[config.mk]
export PLATFORM = sky130hd
export DESIGN_NAME = button_debounce_edge_hold_timer
export DESIGN_NICKNAME = d
export VERILOG_FILES = /design/src/rtl/core/bdeht_pkg.sv /design/src/rtl/core/bdeht_lane.sv /design/src/rtl/core/bdeht_outbuf.sv /design/src/rtl/core/button_debounce_edge_hold_timer.sv
export SDC_FILE = /design/constraint.sdc
export NUM_CORES = 1
export LEC_CHECK = 0
export BUFFER_PORTS_ARGS = -buffer_cell sky130_fd_sc_hd__buf_2
export CAP_MARGIN = 10
export CORE_ASPECT_RATIO = 0.8
export CORE_MARGIN = 3
export CORE_UTILIZATION = 25
export DETAILED_ROUTE_END_ITERATION = 16
export GPL_ROUTABILITY_DRIVEN = 0
export PLACE_DENSITY_LB_ADDON = 0.08
export SYNTH_ARGS = -nofsm -noshare
export SYNTH_HDL_FRONTEND = slang
export SYNTH_SLANG_ARGS = --single-unit
[constraint.sdc]
create_clock -name i_clk -period 14.6 [get_ports i_clk]
set_input_delay 2.19 -clock i_clk [delete_from_list [all_inputs] [get_ports i_clk]]
set_output_delay 2.19 -clock i_clk [all_outputs]
set_load 0.02 [all_outputs]
[src/rtl/core/bdeht_pkg.sv]
// Shared widths, constants and types of the button debouncer with hold timers.
`default_nettype none

package bdeht_pkg;

    // Fixed widths of the item fields.
    localparam int MASK_W   = 5;
    localparam int TIME_W   = 32;
    localparam int SETTLE_W = 16;

    // Settle time after reset, in milliseconds.
    localparam logic [SETTLE_W-1:0] SETTLE_RESET = 16'd20;

    // Per-button control from the debounce logic into one hold-timer lane.
    typedef struct packed {
        logic deb;   // Debounced state of the button after this item.
        logic rise;  // Button became pressed at this item.
        logic fall;  // Button became released at this item.
    } t_lane_ctl;

    // One result item as it sits in the output buffer.
    typedef struct packed {
        logic [MASK_W-1:0]             stable;
        logic [MASK_W-1:0]             pressed;
        logic [MASK_W-1:0]             released;
        logic [MASK_W-1:0][TIME_W-1:0] held;
    } t_result;

endpackage

`default_nettype wire

[src/rtl/core/bdeht_lane.sv]
// One hold-timer lane: press start time and held duration of a single button.
`default_nettype none

module bdeht_lane (
    input  wire logic                         i_clk,
    input  wire logic                         i_rst_n,
    input  wire logic                         i_accept,
    input  wire bdeht_pkg::t_lane_ctl         i_ctl,
    input  wire logic [bdeht_pkg::TIME_W-1:0] i_now,
    output logic      [bdeht_pkg::TIME_W-1:0] o_held
);

    logic [bdeht_pkg::TIME_W-1:0] r_press_start;
    logic [bdeht_pkg::TIME_W-1:0] n_press_start;

    always_comb begin
        priority if (i_ctl.rise) begin
            n_press_start = i_now;
        end else if (i_ctl.fall) begin
            n_press_start = '0;
        end else begin
            n_press_start = r_press_start;
        end
    end

    // A fresh press reports zero: the rise forces the output to zero while the current time is recorded as the start.
    assign o_held = (i_ctl.deb && !i_ctl.rise) ? (i_now - r_press_start) : '0;

    always_ff @(posedge i_clk) begin
        if (!i_rst_n) begin
            r_press_start <= '0;
        end else if (i_accept) begin
            r_press_start <= n_press_start;
        end
    end

endmodule

`default_nettype wire

[src/rtl/core/bdeht_outbuf.sv]
// Two-entry output buffer that decouples result delivery from item intake.
`default_nettype none

module bdeht_outbuf (
    input  wire logic               i_clk,
    input  wire logic               i_rst_n,
    input  wire logic               i_push,
    input  wire bdeht_pkg::t_result i_data,
    output logic                    o_not_full,
    output logic                    o_valid,
    input  wire logic               i_pop_ready,
    output bdeht_pkg::t_result      o_data
);

    bdeht_pkg::t_result r_mem [2];
    logic               r_wr_ptr;
    logic               r_rd_ptr;
    logic [1:0]         r_count;
    logic               pop;

    assign o_not_full = (r_count != 2'd2);
    assign o_valid    = (r_count != 2'd0);
    assign pop        = o_valid && i_pop_ready;
    assign o_data     = r_mem[r_rd_ptr];

    always_ff @(posedge i_clk) begin
        if (i_push) begin
            r_mem[r_wr_ptr] <= i_data;
        end
    end

    always_ff @(posedge i_clk) begin
        if (!i_rst_n) begin
            r_wr_ptr <= 1'b0;
            r_rd_ptr <= 1'b0;
            r_count  <= 2'd0;
        end else begin
            if (i_push) begin
                r_wr_ptr <= !r_wr_ptr;
            end
            if (pop) begin
                r_rd_ptr <= !r_rd_ptr;
            end
            r_count <= r_count + 2'(i_push) - 2'(pop);
        end
    end

endmodule

`default_nettype wire

[src/rtl/core/button_debounce_edge_hold_timer.sv]
// Top level of the timestamped button debouncer with edge detection and hold timers.
//
//  Channel  Direction  Handshake                  Payload
//  -------  ---------  -------------------------  ----------------------------------------
//  in       input      i_in_valid / o_in_ready    i_raw_buttons, i_now_time_ms
//  out      output     o_out_valid / i_out_ready  o_stable_buttons, o_pressed_edges,
//                                                 o_released_edges, o_held_time_0..4
//  cfg      input      i_cfg_valid / o_cfg_ready  i_cfg_data (settle time in ms)
//
// Each item is processed in the cycle it is accepted and its result is written into the
// output buffer; one item per cycle is sustained while the buffer has room. The rate is
// set by the combinational debounce compare and the per-button hold-timer subtractors.
// Reset (synchronous, active low) clears all masks and times and sets the settle time
// to 20 ms. A two-entry output buffer lets intake continue while one result waits; input
// stalls only when two results are waiting. The configuration port is always ready.
`default_nettype none

module button_debounce_edge_hold_timer #(
    parameter int BUTTONS = 5
) (
    input  wire logic                           i_clk,
    input  wire logic                           i_rst_n,

    input  wire logic                           i_in_valid,
    output logic                                o_in_ready,
    input  wire logic [bdeht_pkg::MASK_W-1:0]   i_raw_buttons,
    input  wire logic [bdeht_pkg::TIME_W-1:0]   i_now_time_ms,

    output logic                                o_out_valid,
    input  wire logic                           i_out_ready,
    output logic      [bdeht_pkg::MASK_W-1:0]   o_stable_buttons,
    output logic      [bdeht_pkg::MASK_W-1:0]   o_pressed_edges,
    output logic      [bdeht_pkg::MASK_W-1:0]   o_released_edges,
    output logic      [bdeht_pkg::TIME_W-1:0]   o_held_time_0,
    output logic      [bdeht_pkg::TIME_W-1:0]   o_held_time_1,
    output logic      [bdeht_pkg::TIME_W-1:0]   o_held_time_2,
    output logic      [bdeht_pkg::TIME_W-1:0]   o_held_time_3,
    output logic      [bdeht_pkg::TIME_W-1:0]   o_held_time_4,

    input  wire logic                           i_cfg_valid,
    output logic                                o_cfg_ready,
    input  wire logic [bdeht_pkg::SETTLE_W-1:0] i_cfg_data
);

    // Raw bits at or above BUTTONS are treated as not pressed.
    localparam logic [bdeht_pkg::MASK_W-1:0] BtnMask =
        bdeht_pkg::MASK_W'((1 << BUTTONS) - 1);

    logic [bdeht_pkg::SETTLE_W-1:0] r_settle;
    logic [bdeht_pkg::MASK_W-1:0]   r_last_raw;
    logic [bdeht_pkg::MASK_W-1:0]   n_last_raw;
    logic [bdeht_pkg::TIME_W-1:0]   r_last_change;
    logic [bdeht_pkg::TIME_W-1:0]   n_last_change;
    logic [bdeht_pkg::MASK_W-1:0]   r_debounced;
    logic [bdeht_pkg::MASK_W-1:0]   n_debounced;

    logic [bdeht_pkg::MASK_W-1:0]   raw_masked;
    logic                           raw_changed;
    logic [bdeht_pkg::TIME_W-1:0]   elapsed;
    logic [bdeht_pkg::MASK_W-1:0]   rise;
    logic [bdeht_pkg::MASK_W-1:0]   fall;
    logic                           in_accept;
    logic                           buf_not_full;

    bdeht_pkg::t_lane_ctl           lane_ctl  [bdeht_pkg::MASK_W];
    logic [bdeht_pkg::MASK_W-1:0][bdeht_pkg::TIME_W-1:0] lane_held;
    bdeht_pkg::t_result             result_in;
    bdeht_pkg::t_result             result_out;

    assign o_cfg_ready = 1'b1;
    assign o_in_ready  = buf_not_full;
    assign in_accept   = i_in_valid && o_in_ready;

    // Debounce: a raw change restarts the settle window at the current time, and the
    // whole debounced mask follows the recorded raw mask once the window has passed.
    // When the raw mask changes at this item the elapsed time is zero, so only a zero
    // settle time lets the change through at once.
    always_comb begin
        raw_masked    = i_raw_buttons & BtnMask;
        raw_changed   = (raw_masked != r_last_raw);
        n_last_raw    = raw_changed ? raw_masked : r_last_raw;
        n_last_change = raw_changed ? i_now_time_ms : r_last_change;
        elapsed       = i_now_time_ms - n_last_change;
        if ((r_debounced != n_last_raw) &&
            (elapsed >= {{(bdeht_pkg::TIME_W-bdeht_pkg::SETTLE_W){1'b0}}, r_settle})) begin
            n_debounced = n_last_raw;
        end else begin
            n_debounced = r_debounced;
        end
        // The previous debounced mask is exactly the current register value.
        rise = n_debounced & ~r_debounced;
        fall = r_debounced & ~n_debounced;
    end

    always_ff @(posedge i_clk) begin
        if (!i_rst_n) begin
            r_settle      <= bdeht_pkg::SETTLE_RESET;
            r_last_raw    <= '0;
            r_last_change <= '0;
            r_debounced   <= '0;
        end else begin
            if (i_cfg_valid) begin
                r_settle <= i_cfg_data;
            end
            if (in_accept) begin
                r_last_raw    <= n_last_raw;
                r_last_change <= n_last_change;
                r_debounced   <= n_debounced;
            end
        end
    end

    // One hold-timer lane per configured button; the others always report zero.
    for (genvar g = 0; g < bdeht_pkg::MASK_W; g++) begin : g_lane
        assign lane_ctl[g] = '{deb: n_debounced[g], rise: rise[g], fall: fall[g]};
        if (g < BUTTONS) begin : g_used
            bdeht_lane u_lane (
                .i_clk    (i_clk),
                .i_rst_n  (i_rst_n),
                .i_accept (in_accept),
                .i_ctl    (lane_ctl[g]),
                .i_now    (i_now_time_ms),
                .o_held   (lane_held[g])
            );
        end else begin : g_unused
            assign lane_held[g] = '0;
        end
    end

    // Merge the masks and the lane results into one result item.
    assign result_in = '{
        stable:   n_debounced,
        pressed:  rise,
        released: fall,
        held:     lane_held
    };

    bdeht_outbuf u_outbuf (
        .i_clk       (i_clk),
        .i_rst_n     (i_rst_n),
        .i_push      (in_accept),
        .i_data      (result_in),
        .o_not_full  (buf_not_full),
        .o_valid     (o_out_valid),
        .i_pop_ready (i_out_ready),
        .o_data      (result_out)
    );

    assign o_stable_buttons = result_out.stable;
    assign o_pressed_edges  = result_out.pressed;
    assign o_released_edges = result_out.released;
    assign o_held_time_0    = result_out.held[0];
    assign o_held_time_1    = result_out.held[1];
    assign o_held_time_2    = result_out.held[2];
    assign o_held_time_3    = result_out.held[3];
    assign o_held_time_4    = result_out.held[4];

    // A delivered press edge always belongs to a button that is now stable pressed.
    a_press_in_stable: assert property (@(posedge i_clk) disable iff (!i_rst_n)
        o_out_valid |-> ((o_pressed_edges & ~o_stable_buttons) == '0))
        else $error("pressed edge reported for a button that is not stable pressed");

    // A delivered release edge always belongs to a button that is now released.
    a_release_not_stable: assert property (@(posedge i_clk) disable iff (!i_rst_n)
        o_out_valid |-> ((o_released_edges & o_stable_buttons) == '0))
        else $error("released edge reported for a button that is still pressed");

    // Button 0, when it is not pressed, reports no held time.
    a_held_zero: assert property (@(posedge i_clk) disable iff (!i_rst_n)
        (o_out_valid && !o_stable_buttons[0]) |-> (o_held_time_0 == '0))
        else $error("held time of a released button is not zero");

    // The debounced state moves only when an item is accepted.
    a_deb_hold: assert property (@(posedge i_clk) disable iff (!i_rst_n)
        !in_accept |=> $stable(r_debounced))
        else $error("debounced mask changed without an accepted item");

endmodule

`default_nettype wire
Word level (Yosys, flattened, before mapping)
Memories as Yosys holds them, arrays and structs flattened. A register that Yosys moved wholly into a read port is not among the register bits. Cells that the tools add are included.

Word-level logic and storage cells: 77. Output and inout port bits: 178. Memory bits (writable): 350. Memories: 1. Input port bits: 58. Register bits: 222.

Memories: u_outbuf.r_mem (words 2, bits a word 175, rd ports 1, clocked after Yosys merged registers in 1, write ports 1, line bdeht_outbuf.sv:15) `bdeht_pkg::t_result r_mem [2];`.

Bitwise operators: 4. Add/sub/neg operators: 8. Eq/ne operators: 3. Reductions and logical operators: 26. Mux-type cells: 22. Magnitude comparators: 1.

Operator list (count): $mux 32 (16); $sub 32x32->32 (6); $ge 32x16->1 (1); $reduce_bool 2->1 (6); $and 5x5->5 (2); $mux 5 (2); $ne 5x5->1 (2); $not 5->5 (2); $reduce_and 2->1 (5); $logic_and 1x1->1 (8); $logic_not 1->1 (7); $mux 1 (4); $add 2x1->2 (1); $ne 2x2->1 const B (1); $sub 2x1->2 (1).

Depth between registers and ports, before layout
Depth in word-level cells: 10. Gate-level depth with buffers: 34. Gate-level depth less buffers: 30.

Cells and area by module
A second synthesis with hierarchy kept.

Cell total of the unflattened synthesis: 3342. Area, all modules: 33998.9 µm².

By module, submodules not included: bdeht_outbuf (area each 12916.1 µm², seq. area each 10610.2 µm², cells each 567, times used 1); bdeht_lane (g_lane[0].g_used.u_lane ...) (area each 3094.2 µm², seq. area each 640.6 µm², cells each 414, times used 3); button_debounce_edge_hold_timer (area each 5392.7 µm², seq. area each 1161.1 µm², cells each 687, times used 1); bdeht_lane (g_lane[3].g_used.u_lane) (area each 3213.1 µm², seq. area each 640.6 µm², cells each 417, times used 1); bdeht_lane (g_lane[4].g_used.u_lane) (area each 3194.3 µm², seq. area each 640.6 µm², cells each 429, times used 1).

Least setup slack after synthesis
OpenSTA, ideal clock, no wires.

Kind: input -> register. From: input i_in_valid. To: memory u_outbuf.r_mem[0][0] (netlist bit), enable pin. Path buffers: 1. Data required time: 13885 ps. Stages on the path: 3. Path slack: 4077 ps. Data arrival time: 9808 ps. Cell sequence: nand2_1 -> clkbuf_1 -> nor2_1.

Word-level cells in the longest chain between the ends: 3.

Ends and longest elaborated chain: start: declaration (line button_debounce_edge_hold_timer.sv:24) `input wire logic i_in_valid,`; $logic_and 1x1->1 (line button_debounce_edge_hold_timer.sv:72) `assign in_accept = i_in_valid && o_in_ready;`; $mux 1 (line bdeht_outbuf.sv:27) `if (i_push) begin`; $mux 1 (implied by the code) (line bdeht_outbuf.sv:28) `r_mem[r_wr_ptr] <= i_data;`; end: declaration (line bdeht_outbuf.sv:15).

No other way between the ends.

==> metrics.txt <==
Syn Area/Cell between 10 and 15 um2; die area between 100000 and 150000 um2; clk slew on worst S/H paths 0.06 ns; worst-margin pin slew approximately 1.0 ns; Logic pwr share 0.315; TritonCTS buffer count roughly 70; worst-skew pair later-pin latency 0.66 ns; RSZ-0062 raised after global routing no; CTS H-tree lvls 3; Post-synth EDFFs 350; vias per std cell approximately 4.6; Peak VDD IR roughly 78 uV; CP top delay family simple AND/OR/NAND/NOR gates; Synth cell types 76; Core Region between 100000 and 150000 um2; proportion of layout cells with a drive suffix above 1 0.169; Final Setup Violations 0; Vias ~24k; first-pass GRT wire length about 160 mm; clk sinks about 570; Crit. End Element flip-flop; DRC 0; total wire length roughly 110 mm; Buf/Inv on CP 3; CTS resizes 0; gr ovfl total 0; Rel. slew slack 0.330; Root Buffer clkbuf_16; DP Worst Slack approximately 4.9 ns; dpl hpwl about 73 mm; switching share of total power 0.346; Final Hold Vio Count 0; Core Rows around 120; post-layout min period around 8.9 ns; post-synthesis async set-or-reset flop share 0; DR WL/cell 20.8 um; CP required between 10 and 15 ns; fmax 113 MHz; Critical Path Source Type input port; clk buf depth 3; Reg power frac 0.363; critical path type in -> reg; slack of the critical path 5.72 ns; Post-DRT Antenna Nets 0; Slowest cell on crit path nor2_1; top_reg_cell synth edfxtp_1; Max Slew Vio Count 0; top cells by area, synth edfxtp_1, dfxtp_1, ha_1; top-area cell type share of the netlist area 0.320; post-synthesis register bit count ~570; internal power 3.63 mW; sequential element share of the synthesized area 0.456; most area-hungry cell type in the Yosys netlist edfxtp_1; MaxCap Viol Count 0; Syn Inst Count around 3.2k; status finished, final reports clean; P_sw around 1.9 mW; crit path max fanout 20; gr usage total 0.159; port buffer count approximately 230; Area Growth Syn to Fin 16.8%; Die W just over 400 um; Initial DRC Count between 1k and 1.5k; max layer used met5; DIE HEIGHT ~330 um; Synth Cell Area between 30000 and 40000 um2; top cells by count, synth edfxtp_1, nand2_1, inv_1; final worst-path cycle share 0.608; clock network fraction of total power 0.323; Critical Path AT around 9.3 ns; Clock Skews between 0.02 and 0.03 ns; PwrDens ~140 nW/um2; initial antenna violation count 20; setup_tns 0 ns; Hold Path Class reg -> reg; NumNets Final between 3k and 4k; IO Pins 236; initial core utilization 0.253; Post-CTS Setup Bufs 0; Yosys warnings 0; M1 WL roughly 56 mm; CTS tree yes; Static Leak about 15 nW; Max stage delay on crit path around 0.60 ns; hold buffers post-CTS 0; Initial DRT Pass Iterations 5; vias in the first global route roughly 24k; Critical Path Most Common Cell nor2_1; Met3 Routed Length 4.24 mm; WL met2 between 40 and 50 mm; synthesized net count approximately 3.5k; most frequent cell after synthesis edfxtp_1; largest net degree at the start of global routing between 100 and 150
[cell usage in the layout, fill, tap and decap left out, types with 124 or more instances in the layout]
cell      synthesis  final
dfxtp_1         223    222
inv_1           232    231
nand2_1         300    300
a21oi_1         172    172
edfxtp_1        350    350
a21boi_0        176    176
buf_2             6    233
nor2_1          130    124
nand3_1         180    180
mux2_2          180    180
ha_1            221    221
[cell type report]
| type | instances | area, um2 |
|---|---|---|
| flip-flops and latches | 573 | 15000 |
| multi-input cells | 2286 | 16400 |
| repair buffers | 283 | 1560 |
| inverters | 232 | 871 |
| clock inverters | 36 | 290 |
| diodes | 2 | 5.00 |
| fillers | 13680 | 91600 |
| well taps | 1740 | 2180 |
| clock buffers | 95 | 2040 |
[path summary, 6_finish.rpt]
| path | cells past startpoint | slack, ns | to | start |
|---|---|---|---|---|
| worst max-delay path | 30 | 5.72 | u_outbuf.r_mem[0][21] | i_raw_buttons[1] |
| worst min-delay path | 2 | 0.46 | g_lane[1].g_used.u_lane.r_press_start[21] | g_lane[1].g_used.u_lane.r_press_start[21] |
| worst max register to register | 29 | 7.07 | u_outbuf.r_mem[0][21] | r_last_raw[1] |
| worst min register to register | 2 | 0.46 | g_lane[1].g_used.u_lane.r_press_start[21] | g_lane[1].g_used.u_lane.r_press_start[21] |
[worst min-delay path: stages, from the launching register on]
cell and delay [ns]:
dfxtp_1 0.31, nand2_1 0.05, a21boi_0 0.06
[power by group through the flow]
stage / Combinational [mW] / Clock (mW) / Sequential, mW
global route: 1.92 / 1.93 / 2.03
floorplan: 1.18 / 0 / 2.05
finish: 1.74 / 1.79 / 2.01
CTS: 1.80 / 1.87 / 2.02
detailed placement: 1.79 / 0 / 2.05
global placement: 1.80 / 0 / 2.05
[kinds of logic (layout without fill, tap and decap cells)]
logic type	count (synthesis)	in the layout	synth area share
DFF	573	573	0.456
and+or+nand+nor	931	931	0.138
other	1	3	0.000114
adders and majority gates	228	228	0.0882
buffers and inverters	379	646	0.0446
muxes	227	227	0.0761
xor gates and xnor gates	156	156	0.0423
AOI/OAI and AO/OA	743	743	0.154
[metal layers]
layer	track usage	vias to the layer above
met3	0.0275	120
met5	0	-
met4	0.0341	12
met2	0.241	403
met1	0.236	11553
li1	-	11999
[stage by stage]
stage          cells  cell area, um2  hold WS (ns)  utilization  power [mW]
2_1_floorplan   3238           32800         0.441            -        3.23
3_3_place_gp    5114           36000         0.453        0.277        3.85
3_5_place_dp    5114           36000         0.458        0.277        3.83
4_1_cts         5245           38300         0.466        0.295        5.68
5_1_grt         5246           38300         0.483        0.295        5.89
6_report        5247           38300         0.462        0.295        5.55
[sequential cells by signal, summed over array words and instances (netlist names), named ones only]
| name | count |
|---|---|
| u_outbuf.r_rd_ptr | 1 |
| u_outbuf.r_wr_ptr | 1 |
| r_settle | 16 |
| r_last_change | 32 |
| r_last_raw | 5 |
| u_outbuf.r_count | 2 |
| u_outbuf.r_mem | 350 |
| g_lane.g_used.u_lane.r_press_start | 160 |
| r_debounced | 5 |
Power figures use the tool's default switching activity.
